===== src/rtl/mm_pkg.sv =====
// Shared types and constants of the matrix multiplier.
package mm_pkg;

	localparam int DIM_W      = 4;
	localparam int ELEM_W     = 16;
	localparam int MUL_W      = 32;
	localparam int PROD_W     = 35;
	localparam int SUM_W      = 9;
	localparam int CFG_IDX_W  = 2;
	localparam int CFG_DATA_W = 4;
	localparam logic [DIM_W-1:0] DIM_RESET = 4'd8;

	typedef enum logic [CFG_IDX_W-1:0] {
		CFG_ROWS_A     = 2'd0,
		CFG_INNER_SIZE = 2'd1,
		CFG_COLS_B     = 2'd2
	} cfg_idx_t;

	// Effective (saturated) dimensions of the current job.
	typedef struct packed {
		logic [DIM_W-1:0] rows;
		logic [DIM_W-1:0] inner;
		logic [DIM_W-1:0] cols;
	} dims_t;

	typedef enum logic {
		BK_IDLE,
		BK_COMPUTE
	} back_state_t;

endpackage


===== src/rtl/mm_if.sv =====
// Stream and configuration interfaces of the matrix multiplier.
interface mm_elem_if;
	logic                              valid;
	logic                              ready;
	logic signed [mm_pkg::ELEM_W-1:0]  element;
	modport source (output valid, output element, input ready);
	modport sink   (input valid, input element, output ready);
endinterface

interface mm_prod_if;
	logic                              valid;
	logic                              ready;
	logic signed [mm_pkg::PROD_W-1:0]  product;
	logic                              last_product;
	modport source (output valid, output product, output last_product, input ready);
	modport sink   (input valid, input product, input last_product, output ready);
endinterface

interface mm_cfg_if;
	logic                              valid;
	logic                              ready;
	logic [mm_pkg::CFG_IDX_W-1:0]      index;
	logic [mm_pkg::CFG_DATA_W-1:0]     data;
	modport source (output valid, output index, output data, input ready);
	modport sink   (input valid, input index, input data, output ready);
endinterface


===== src/rtl/mm_ram.sv =====
// Generic single-write, single-read RAM with registered read data.
module mm_ram #(
	parameter int WIDTH = 16,
	parameter int DEPTH = 64
) (
	input  logic                                  clk,
	input  logic                                  we,
	input  logic [(DEPTH > 1 ? $clog2(DEPTH) : 1)-1:0] waddr,
	input  logic [WIDTH-1:0]                      wdata,
	input  logic                                  re,
	input  logic [(DEPTH > 1 ? $clog2(DEPTH) : 1)-1:0] raddr,
	output logic [WIDTH-1:0]                      rdata
);

	logic [WIDTH-1:0] mem [DEPTH];

	always_ff @(posedge clk) begin
		if (we) begin
			mem[waddr] <= wdata;
		end
		if (re) begin
			rdata <= mem[raddr];
		end
	end

endmodule


===== src/rtl/mm_front.sv =====
// Front end: configuration registers, load counter and element classification.
module mm_front #(
	parameter int MAX_DIM = 8
) (
	input  logic          clk,
	input  logic          arst_n,
	mm_cfg_if.sink        cfg,
	mm_elem_if.sink       elements,
	output logic          cmd_valid,
	input  logic          cmd_ready,
	output logic [((MAX_DIM * MAX_DIM > 1) ? $clog2(MAX_DIM * MAX_DIM) : 1)
		+ mm_pkg::ELEM_W + 2 - 1:0] cmd_data,
	output mm_pkg::dims_t dims
);

	localparam int DEPTH  = MAX_DIM * MAX_DIM;
	localparam int ADDR_W = (DEPTH > 1) ? $clog2(DEPTH) : 1;
	localparam int LC_W   = $clog2(2 * DEPTH);

	logic [mm_pkg::DIM_W-1:0] rows_q, inner_q, cols_q;
	logic [LC_W-1:0]          load_count_q;
	logic [mm_pkg::SUM_W-1:0] na, nb, total, lc, lc_eff, offs;
	logic                     is_b, last, push, cfg_hit;

	function automatic logic [mm_pkg::DIM_W-1:0] eff_dim(input logic [mm_pkg::DIM_W-1:0] v);
		logic [mm_pkg::DIM_W-1:0] r;
		if (v == '0) begin
			r = mm_pkg::DIM_W'(1);
		end else if (v > mm_pkg::DIM_W'(MAX_DIM)) begin
			r = mm_pkg::DIM_W'(MAX_DIM);
		end else begin
			r = v;
		end
		return r;
	endfunction

	assign dims.rows  = eff_dim(rows_q);
	assign dims.inner = eff_dim(inner_q);
	assign dims.cols  = eff_dim(cols_q);

	assign na     = mm_pkg::SUM_W'(dims.rows) * mm_pkg::SUM_W'(dims.inner);
	assign nb     = mm_pkg::SUM_W'(dims.inner) * mm_pkg::SUM_W'(dims.cols);
	assign total  = na + nb;
	assign lc     = mm_pkg::SUM_W'(load_count_q);
	assign lc_eff = (lc >= total) ? '0 : lc;
	assign is_b   = (lc_eff >= na);
	assign offs   = is_b ? (lc_eff - na) : lc_eff;
	assign last   = ((lc_eff + mm_pkg::SUM_W'(1)) == total);

	assign cmd_data       = {is_b, last, offs[ADDR_W-1:0], elements.element};
	assign cmd_valid      = elements.valid;
	assign elements.ready = cmd_ready;
	assign cfg.ready      = 1'b1;
	assign push           = elements.valid && cmd_ready;

	assign cfg_hit = cfg.valid && cfg.ready
		&& ((cfg.index == mm_pkg::CFG_ROWS_A) || (cfg.index == mm_pkg::CFG_INNER_SIZE)
		|| (cfg.index == mm_pkg::CFG_COLS_B));

	always_ff @(posedge clk or negedge arst_n) begin
		if (!arst_n) begin
			rows_q       <= mm_pkg::DIM_RESET;
			inner_q      <= mm_pkg::DIM_RESET;
			cols_q       <= mm_pkg::DIM_RESET;
			load_count_q <= '0;
		end else begin
			if (cfg.valid && cfg.ready) begin
				unique case (cfg.index)
					mm_pkg::CFG_ROWS_A:     rows_q  <= cfg.data;
					mm_pkg::CFG_INNER_SIZE: inner_q <= cfg.data;
					mm_pkg::CFG_COLS_B:     cols_q  <= cfg.data;
					default: ;
				endcase
			end
			// A register write restarts the load.
			if (cfg_hit) begin
				load_count_q <= '0;
			end else if (push) begin
				load_count_q <= last ? '0 : LC_W'(lc_eff + mm_pkg::SUM_W'(1));
			end
		end
	end

endmodule


===== src/rtl/mm_queue.sv =====
// Small FIFO that decouples the front end from the compute back end.
module mm_queue #(
	parameter int WIDTH = 24,
	parameter int DEPTH = 4
) (
	input  logic             clk,
	input  logic             arst_n,
	input  logic             in_valid,
	output logic             in_ready,
	input  logic [WIDTH-1:0] in_data,
	output logic             out_valid,
	input  logic             out_ready,
	output logic [WIDTH-1:0] out_data
);

	localparam int PTR_W = (DEPTH > 1) ? $clog2(DEPTH) : 1;
	localparam int CNT_W = $clog2(DEPTH + 1);

	logic [WIDTH-1:0] mem_q [DEPTH];
	logic [PTR_W-1:0] wr_ptr_q, rd_ptr_q;
	logic [CNT_W-1:0] count_q;
	logic             push, pop;

	assign in_ready  = (count_q != CNT_W'(DEPTH));
	assign out_valid = (count_q != '0);
	assign out_data  = mem_q[rd_ptr_q];
	assign push      = in_valid && in_ready;
	assign pop       = out_valid && out_ready;

	always_ff @(posedge clk) begin
		if (push) begin
			mem_q[wr_ptr_q] <= in_data;
		end
	end

	always_ff @(posedge clk or negedge arst_n) begin
		if (!arst_n) begin
			wr_ptr_q <= '0;
			rd_ptr_q <= '0;
			count_q  <= '0;
		end else begin
			if (push) begin
				wr_ptr_q <= (wr_ptr_q == PTR_W'(DEPTH - 1)) ? '0 : wr_ptr_q + PTR_W'(1);
			end
			if (pop) begin
				rd_ptr_q <= (rd_ptr_q == PTR_W'(DEPTH - 1)) ? '0 : rd_ptr_q + PTR_W'(1);
			end
			if (push && !pop) begin
				count_q <= count_q + CNT_W'(1);
			end else if (pop && !push) begin
				count_q <= count_q - CNT_W'(1);
			end
		end
	end

endmodule


===== src/rtl/mm_back.sv =====
// Back end: writes element stores and runs the multiply-accumulate passes.
module mm_back #(
	parameter int MAX_DIM = 8
) (
	input  logic          clk,
	input  logic          arst_n,
	input  mm_pkg::dims_t dims,
	input  logic          cmd_valid,
	output logic          cmd_ready,
	input  logic [((MAX_DIM * MAX_DIM > 1) ? $clog2(MAX_DIM * MAX_DIM) : 1)
		+ mm_pkg::ELEM_W + 2 - 1:0] cmd_data,
	mm_prod_if.source     products
);

	localparam int DEPTH  = MAX_DIM * MAX_DIM;
	localparam int ADDR_W = (DEPTH > 1) ? $clog2(DEPTH) : 1;
	localparam int IDX_W  = (MAX_DIM > 1) ? $clog2(MAX_DIM) : 1;

	mm_pkg::back_state_t state_q, state_d;

	logic [mm_pkg::ELEM_W-1:0] cmd_elem;
	logic [ADDR_W-1:0]         cmd_addr;
	logic                      cmd_last, cmd_is_b;

	logic [IDX_W-1:0]  i_q, j_q, t_q;
	logic              end_i, end_j, end_t;
	logic              pop, adv, issue, a_we, b_we;
	logic [mm_pkg::SUM_W-1:0] a_lin, b_lin;
	logic [ADDR_W-1:0] a_raddr, b_raddr;
	logic [mm_pkg::ELEM_W-1:0] a_rd, b_rd;

	logic v_s1, first_s1, lastterm_s1, lastprod_s1;
	logic v_s2, first_s2, lastterm_s2, lastprod_s2;
	logic signed [mm_pkg::MUL_W-1:0]  prod_s2;
	logic signed [mm_pkg::PROD_W-1:0] acc_q, sum, product_q;
	logic out_valid_q, last_q;

	assign cmd_elem = cmd_data[mm_pkg::ELEM_W-1:0];
	assign cmd_addr = cmd_data[mm_pkg::ELEM_W +: ADDR_W];
	assign cmd_last = cmd_data[mm_pkg::ELEM_W + ADDR_W];
	assign cmd_is_b = cmd_data[mm_pkg::ELEM_W + ADDR_W + 1];

	// The whole compute pipeline moves only when the output register can take a value.
	assign adv   = !out_valid_q || products.ready;
	assign pop   = cmd_valid && cmd_ready;
	assign end_t = (t_q == IDX_W'(dims.inner - mm_pkg::DIM_W'(1)));
	assign end_j = (j_q == IDX_W'(dims.cols - mm_pkg::DIM_W'(1)));
	assign end_i = (i_q == IDX_W'(dims.rows - mm_pkg::DIM_W'(1)));

	assign a_lin   = mm_pkg::SUM_W'(i_q) * mm_pkg::SUM_W'(dims.inner) + mm_pkg::SUM_W'(t_q);
	assign b_lin   = mm_pkg::SUM_W'(t_q) * mm_pkg::SUM_W'(dims.cols) + mm_pkg::SUM_W'(j_q);
	assign a_raddr = a_lin[ADDR_W-1:0];
	assign b_raddr = b_lin[ADDR_W-1:0];

	always_comb begin
		state_d = state_q;
		unique case (state_q)
			mm_pkg::BK_IDLE: begin
				if (pop && cmd_last) begin
					state_d = mm_pkg::BK_COMPUTE;
				end
			end
			mm_pkg::BK_COMPUTE: begin
				if (adv && end_i && end_j && end_t) begin
					state_d = mm_pkg::BK_IDLE;
				end
			end
			default: state_d = mm_pkg::BK_IDLE;
		endcase
	end

	always_comb begin
		cmd_ready = (state_q == mm_pkg::BK_IDLE);
		issue     = (state_q == mm_pkg::BK_COMPUTE) && adv;
		a_we      = pop && !cmd_is_b;
		b_we      = pop && cmd_is_b;
	end

	mm_ram #(.WIDTH(mm_pkg::ELEM_W), .DEPTH(DEPTH)) u_a_store (
		.clk   (clk),
		.we    (a_we),
		.waddr (cmd_addr),
		.wdata (cmd_elem),
		.re    (issue),
		.raddr (a_raddr),
		.rdata (a_rd)
	);

	mm_ram #(.WIDTH(mm_pkg::ELEM_W), .DEPTH(DEPTH)) u_b_store (
		.clk   (clk),
		.we    (b_we),
		.waddr (cmd_addr),
		.wdata (cmd_elem),
		.re    (issue),
		.raddr (b_raddr),
		.rdata (b_rd)
	);

	assign sum = first_s2 ? mm_pkg::PROD_W'(prod_s2) : acc_q + mm_pkg::PROD_W'(prod_s2);

	always_ff @(posedge clk or negedge arst_n) begin
		if (!arst_n) begin
			state_q     <= mm_pkg::BK_IDLE;
			i_q         <= '0;
			j_q         <= '0;
			t_q         <= '0;
			v_s1        <= 1'b0;
			v_s2        <= 1'b0;
			out_valid_q <= 1'b0;
		end else begin
			state_q <= state_d;
			if (state_q == mm_pkg::BK_IDLE && pop && cmd_last) begin
				i_q <= '0;
				j_q <= '0;
				t_q <= '0;
			end else if (issue) begin
				if (end_t) begin
					t_q <= '0;
					if (end_j) begin
						j_q <= '0;
						i_q <= i_q + IDX_W'(1);
					end else begin
						j_q <= j_q + IDX_W'(1);
					end
				end else begin
					t_q <= t_q + IDX_W'(1);
				end
			end
			if (adv) begin
				v_s1        <= issue;
				v_s2        <= v_s1;
				out_valid_q <= v_s2 && lastterm_s2;
			end
		end
	end

	always_ff @(posedge clk) begin
		if (adv) begin
			first_s1    <= (t_q == '0);
			lastterm_s1 <= end_t;
			lastprod_s1 <= end_i && end_j && end_t;
			first_s2    <= first_s1;
			lastterm_s2 <= lastterm_s1;
			lastprod_s2 <= lastprod_s1;
			prod_s2     <= $signed(a_rd) * $signed(b_rd);
			if (v_s2) begin
				acc_q <= sum;
			end
			if (v_s2 && lastterm_s2) begin
				product_q <= sum;
				last_q    <= lastprod_s2;
			end
		end
	end

	assign products.valid        = out_valid_q;
	assign products.product      = product_q;
	assign products.last_product = last_q;

endmodule


===== src/rtl/matrix_multiply_core.sv =====
// Matrix multiplier: elements of A then B in, product matrix out, row-major.
// Each element is accepted while the queue has room; the back end writes it when it pops it, while idle.
// The last B element starts R*C*K multiply-accumulate terms, one per cycle unless the output stalls.
// Each product is summed from the store reads through the product register into the output register.
// Elements keep queueing during the pass until the queue is full, then the input stalls.
// Asynchronous active-low reset clears control state; the element stores hold no reset value.
module matrix_multiply_core #(
	parameter int MAX_DIM     = 8,
	parameter int QUEUE_DEPTH = 4
) (
	input  logic      clk,
	input  logic      arst_n,
	mm_cfg_if.sink    cfg,
	mm_elem_if.sink   elements,
	mm_prod_if.source products
);

	localparam int DEPTH  = MAX_DIM * MAX_DIM;
	localparam int ADDR_W = (DEPTH > 1) ? $clog2(DEPTH) : 1;
	localparam int CMD_W  = ADDR_W + mm_pkg::ELEM_W + 2;

	mm_pkg::dims_t    dims;
	logic             f_valid, f_ready, b_valid, b_ready;
	logic [CMD_W-1:0] f_data, b_data;

	mm_front #(.MAX_DIM(MAX_DIM)) u_front (
		.clk       (clk),
		.arst_n    (arst_n),
		.cfg       (cfg),
		.elements  (elements),
		.cmd_valid (f_valid),
		.cmd_ready (f_ready),
		.cmd_data  (f_data),
		.dims      (dims)
	);

	mm_queue #(.WIDTH(CMD_W), .DEPTH(QUEUE_DEPTH)) u_queue (
		.clk       (clk),
		.arst_n    (arst_n),
		.in_valid  (f_valid),
		.in_ready  (f_ready),
		.in_data   (f_data),
		.out_valid (b_valid),
		.out_ready (b_ready),
		.out_data  (b_data)
	);

	mm_back #(.MAX_DIM(MAX_DIM)) u_back (
		.clk       (clk),
		.arst_n    (arst_n),
		.dims      (dims),
		.cmd_valid (b_valid),
		.cmd_ready (b_ready),
		.cmd_data  (b_data),
		.products  (products)
	);

endmodule


===== src/flat_wrapper.sv =====
// flat-port wrapper written by rule: the top's interface ports become plain ports
module matrix_multiply_core_flat 
#(
	parameter int MAX_DIM     = 8,
	parameter int QUEUE_DEPTH = 4
)
  (clk, arst_n, cfg_valid, cfg_index, cfg_data, cfg_ready, elements_valid, elements_element, elements_ready, products_valid, products_product, products_last_product, products_ready);
  mm_cfg_if cfg_i ();
  mm_elem_if elements_i ();
  mm_prod_if products_i ();
  input  logic clk;
  input  logic arst_n;
  input wire logic [$bits(cfg_i.valid)-1:0] cfg_valid;
  input wire logic [$bits(cfg_i.index)-1:0] cfg_index;
  input wire logic [$bits(cfg_i.data)-1:0] cfg_data;
  output wire logic [$bits(cfg_i.ready)-1:0] cfg_ready;
  input wire logic [$bits(elements_i.valid)-1:0] elements_valid;
  input wire logic [$bits(elements_i.element)-1:0] elements_element;
  output wire logic [$bits(elements_i.ready)-1:0] elements_ready;
  output wire logic [$bits(products_i.valid)-1:0] products_valid;
  output wire logic [$bits(products_i.product)-1:0] products_product;
  output wire logic [$bits(products_i.last_product)-1:0] products_last_product;
  input wire logic [$bits(products_i.ready)-1:0] products_ready;
  assign cfg_i.valid = cfg_valid;
  assign cfg_i.index = cfg_index;
  assign cfg_i.data = cfg_data;
  assign cfg_ready = cfg_i.ready;
  assign elements_i.valid = elements_valid;
  assign elements_i.element = elements_element;
  assign elements_ready = elements_i.ready;
  assign products_valid = products_i.valid;
  assign products_product = products_i.product;
  assign products_last_product = products_i.last_product;
  assign products_i.ready = products_ready;
  matrix_multiply_core #(.MAX_DIM(MAX_DIM), .QUEUE_DEPTH(QUEUE_DEPTH)) u_core (.clk(clk), .arst_n(arst_n), .cfg(cfg_i), .elements(elements_i), .products(products_i));
endmodule

===== config.mk =====
export PLATFORM = sky130hd
export DESIGN_NAME = matrix_multiply_core_flat
export DESIGN_NICKNAME = d
export VERILOG_FILES = /design/src/rtl/mm_pkg.sv /design/src/rtl/mm_if.sv /design/src/rtl/mm_ram.sv /design/src/rtl/mm_front.sv /design/src/rtl/mm_queue.sv /design/src/rtl/mm_back.sv /design/src/rtl/matrix_multiply_core.sv /design/src/flat_wrapper.sv
export SDC_FILE = /design/constraint.sdc
export NUM_CORES = 2
export LEC_CHECK = 0
export BUFFER_PORTS_ARGS = -buffer_cell sky130_fd_sc_hd__clkbuf_2
export CAP_MARGIN = 20
export CORE_ASPECT_RATIO = 0.75
export CORE_MARGIN = 8
export CORE_UTILIZATION = 40
export DETAILED_ROUTE_END_ITERATION = 12
export GPL_TIMING_DRIVEN = 0
export PLACE_DENSITY = 0.56
export SLEW_MARGIN = 25
export SYNTH_ARGS = -nofsm -noshare
export SYNTH_HDL_FRONTEND = slang
export SYNTH_HIERARCHICAL = 1
export SYNTH_SLANG_ARGS = --single-unit

===== constraint.sdc =====
create_clock -name clk -period 11.6 [get_ports clk]
set_clock_uncertainty 0.15 [all_clocks]
set_input_delay 1.74 -clock clk [delete_from_list [all_inputs] [get_ports clk]]
set_output_delay 1.74 -clock clk [all_outputs]
set_load 0.1 [all_outputs]

==> metrics.md <==
| Metric | Value |
|---|---|
| Status | completed |
| Critical Path Source Type | flop |
| Crit. Startpoint | u_core/u_front/inner_q[3] |
| Layout Nets | between 6,000 and 7,000 |
| Critical path class | reg2reg |
| Clk sink count | 2,324 |
| Cells resized by post-CTS repair | 0 |
| IO Pins | 66 |
| CP Buf/Inv Count | 8 |
| Share of cells above drive strength 1 | 0.215 |
| Slew HR | 0.233 |
| Hold Vio Cnt, Final | 0 |
| Global routing usage on met3 | 0.0351 |
| DP HPWL | 195,000 um |
| Total Neg Setup Slack | 0 ns |
| Die area | 278,000 sq um |
| 1st-iter DRT viols | approximately 6,200 |
| WP data required | 12.21 ns |
| Fin crit share | 0.815 |
| CTS root buf | clkbuf_16 |
| Core footprint | between 200,000 and 300,000 sq um |
| Htree depth | 4 |
| TritonRoute pass-1 iters | 6 |
| RR Endpoint | u_core/u_front/load_count_q[1] |
| Reg2reg start | u_core/u_front/inner_q[3] |
| Clock insertion delay at the later pin of the skew report | 0.91 ns |
| CTS tree | done |
| Worst setup path endpoint | u_core/u_front/load_count_q[1] |
| Gr ovfl total | 0 |
| Die height | 459 um |
| Slew at the pin closest to its max-slew limit | 1.14 ns |
| Final setup viols | 0 |
| CTS buffer count | around 230 |
| GRT Max-Usage Layer | met1 |
| Cell mode on critical path | inv_1 |
| Wirelength, routed | 277,000 um |
| Port Buffers | 48 |
| Register-to-Register Setup Slack | roughly 2.2 ns |
| Filler cells | 22,166 |
| Post-DRT Antenna Nets | 0 |
| Slew Viols, Final | 0 |
| Rows | 162 |
| Via-to-Cell Ratio | 5.60 |
| First-pass GRT wire length | 399,000 um |
| Worst Path Arrival | 10.05 ns |
| Mean Syn Cell Area | 17.6 sq um |
| Reg2reg path depth | 32 |
| Crit-path slowest cell | a21boi_0 |
| Post-route minimum period | 9.45 ns |
| Met2 usage | 0.287 |
| GPL Wtd Cong | 0.906 |
| Levels on crit path | 32 |
| Total number of vias | about 56,000 |
| Pin count of the biggest net entering global routing | 67 |
| YS warnings | 6 |
| Post-synthesis cell area | about 100,000 sq um |
| Area delta synth->final | 13.6% |
| Cell family with most CP delay | adder cells |
| Number of global-route vias before repair | 55,151 |
| Worst-path clk slew | 0.07 ns |
| CTS Buffer Depth | 4 |
| DRC | 0 |
| Hold WC Path Type | reg2reg |
| Worst-path fanout max | 10 |
| Chip Width | 606 um |
| Starting density of the core | 0.402 |
| CTS Hold Buffers Added | 0 |
| Max cap viols | 0 |
| Maximum clock rate | 106 MHz |
| Number of antenna violations at the first check in global routing | 34 |
| # Post-CTS Setup Buffers | 0 |
| Met1 GRT Util | 0.303 |
| Crit-path max cell delay | 0.61 ns |
| Synthesized instance count | 5,952 |
| CP Capture Type | flop |
| Avg WL per Cell | 27.8 um |
| RSZ-0062 raised after global routing | false |
| GRT Util Overall | 0.196 |
| Syn Nets | 6,457 |
==> state kept, by name, summed over array words and instances (netlist names), 2 cells and up <==
name / cells
u_core/u_back/u_a_store/mem: 1024
u_core/u_back/t_q: 3
u_core/u_queue/mem_q: 96
u_core/u_queue/count_q: 3
u_core/u_back/j_q: 3
u_core/u_back/prod_s2: 32
u_core/u_front/rows_q: 4
u_core/u_queue/wr_ptr_q: 2
u_core/u_front/load_count_q: 7
u_core/u_back/acc_q: 35
u_core/u_back/u_b_store/mem: 1024
u_core/u_back/products.product: 35
u_core/u_front/cols_q: 4
u_core/u_back/i_q: 3
u_core/u_front/inner_q: 4
u_core/u_back/u_a_store/rdata: 16
u_core/u_back/u_b_store/rdata: 16
u_core/u_queue/rd_ptr_q: 2
==> how the worst min path moves through the flow <==
| stage | depth (start not counted) | end | slack (ns) | from |
|---|---|---|---|---|
| global placement | 0 | u_core/u_back/lastterm_s2 | 0.25 | u_core/u_back/lastterm_s1 |
| CTS | 0 | u_core/u_back/lastprod_s2 | 0.23 | u_core/u_back/lastprod_s1 |
| detailed placement | 0 | u_core/u_back/lastterm_s2 | 0.26 | u_core/u_back/lastterm_s1 |
| floorplan | 0 | u_core/u_back/first_s2 | 0.25 | u_core/u_back/first_s1 |
| finish | 0 | u_core/u_back/lastprod_s2 | 0.23 | u_core/u_back/lastprod_s1 |
| global route | 0 | u_core/u_back/lastprod_s2 | 0.24 | u_core/u_back/lastprod_s1 |
==> worst reg2reg max path: cells and delay by family (launching register included) <==
kind / cells / cell delay, ns
AO/OA/AOI/OAI: 5 / 2.05
buffers and inverters: 8 / 1.38
adder cells (fa/ha/maj): 7 / 2.52
AND/OR/NAND/NOR: 10 / 2.11
XOR/XNOR: 2 / 0.51
flip-flops: 1 / 0.56
==> through the flow <==
stage               area, sq um  std cells  hold WS [ns]  setup WS, ns  utilization
global route             119000       9982         0.238          1.57        0.457
global placement         109000       9444         0.251          2.37        0.420
floorplan                105000       5952         0.250          3.68            -
detailed placement       112000       9572         0.257          2.28        0.430
finish                   119000       9987         0.228          2.15        0.457
CTS                      119000       9977         0.232          2.19        0.457
==> area by class of cell <==
type,count,area (sq um),share of cell area
Multi-Input combinational cell,2900,32000,0.270
Inverter,434,1630,0.0137
Antenna cell,8,20.0,0.000169
Sequential cell,2324,69600,0.586
Clock inverter,107,930,0.00783
Timing Repair Buffer,178,2180,0.0183
Tap cell,3444,4310,0.0363
Clock buffer,298,6170,0.0519
Buffer,294,1920,0.0162
==> routing by layer <==
layer  part of all wire  routed length (um)  up-vias
li1                   -                   -    23712
met1               0.46              128000    29625
met2               0.43              120000     2190
met3              0.082               22700      410
met4              0.024                6620        4
met5           0.000097                  27        -
==> cells in the final DEF (no fill, tap or decap), types with 107 or more instances in the layout <==
master     count
fa_1         285
nand2_1      361
ha_1         193
edfxtp_1    2285
mux2i_1      176
clkbuf_1     156
inv_1        432
mux4_2       448
and2_1       138
clkbuf_16    237
nor2_1       107
Power is not shown: default switching activity piles up to over one toggle a cycle in this logic, so the estimate is an artifact.
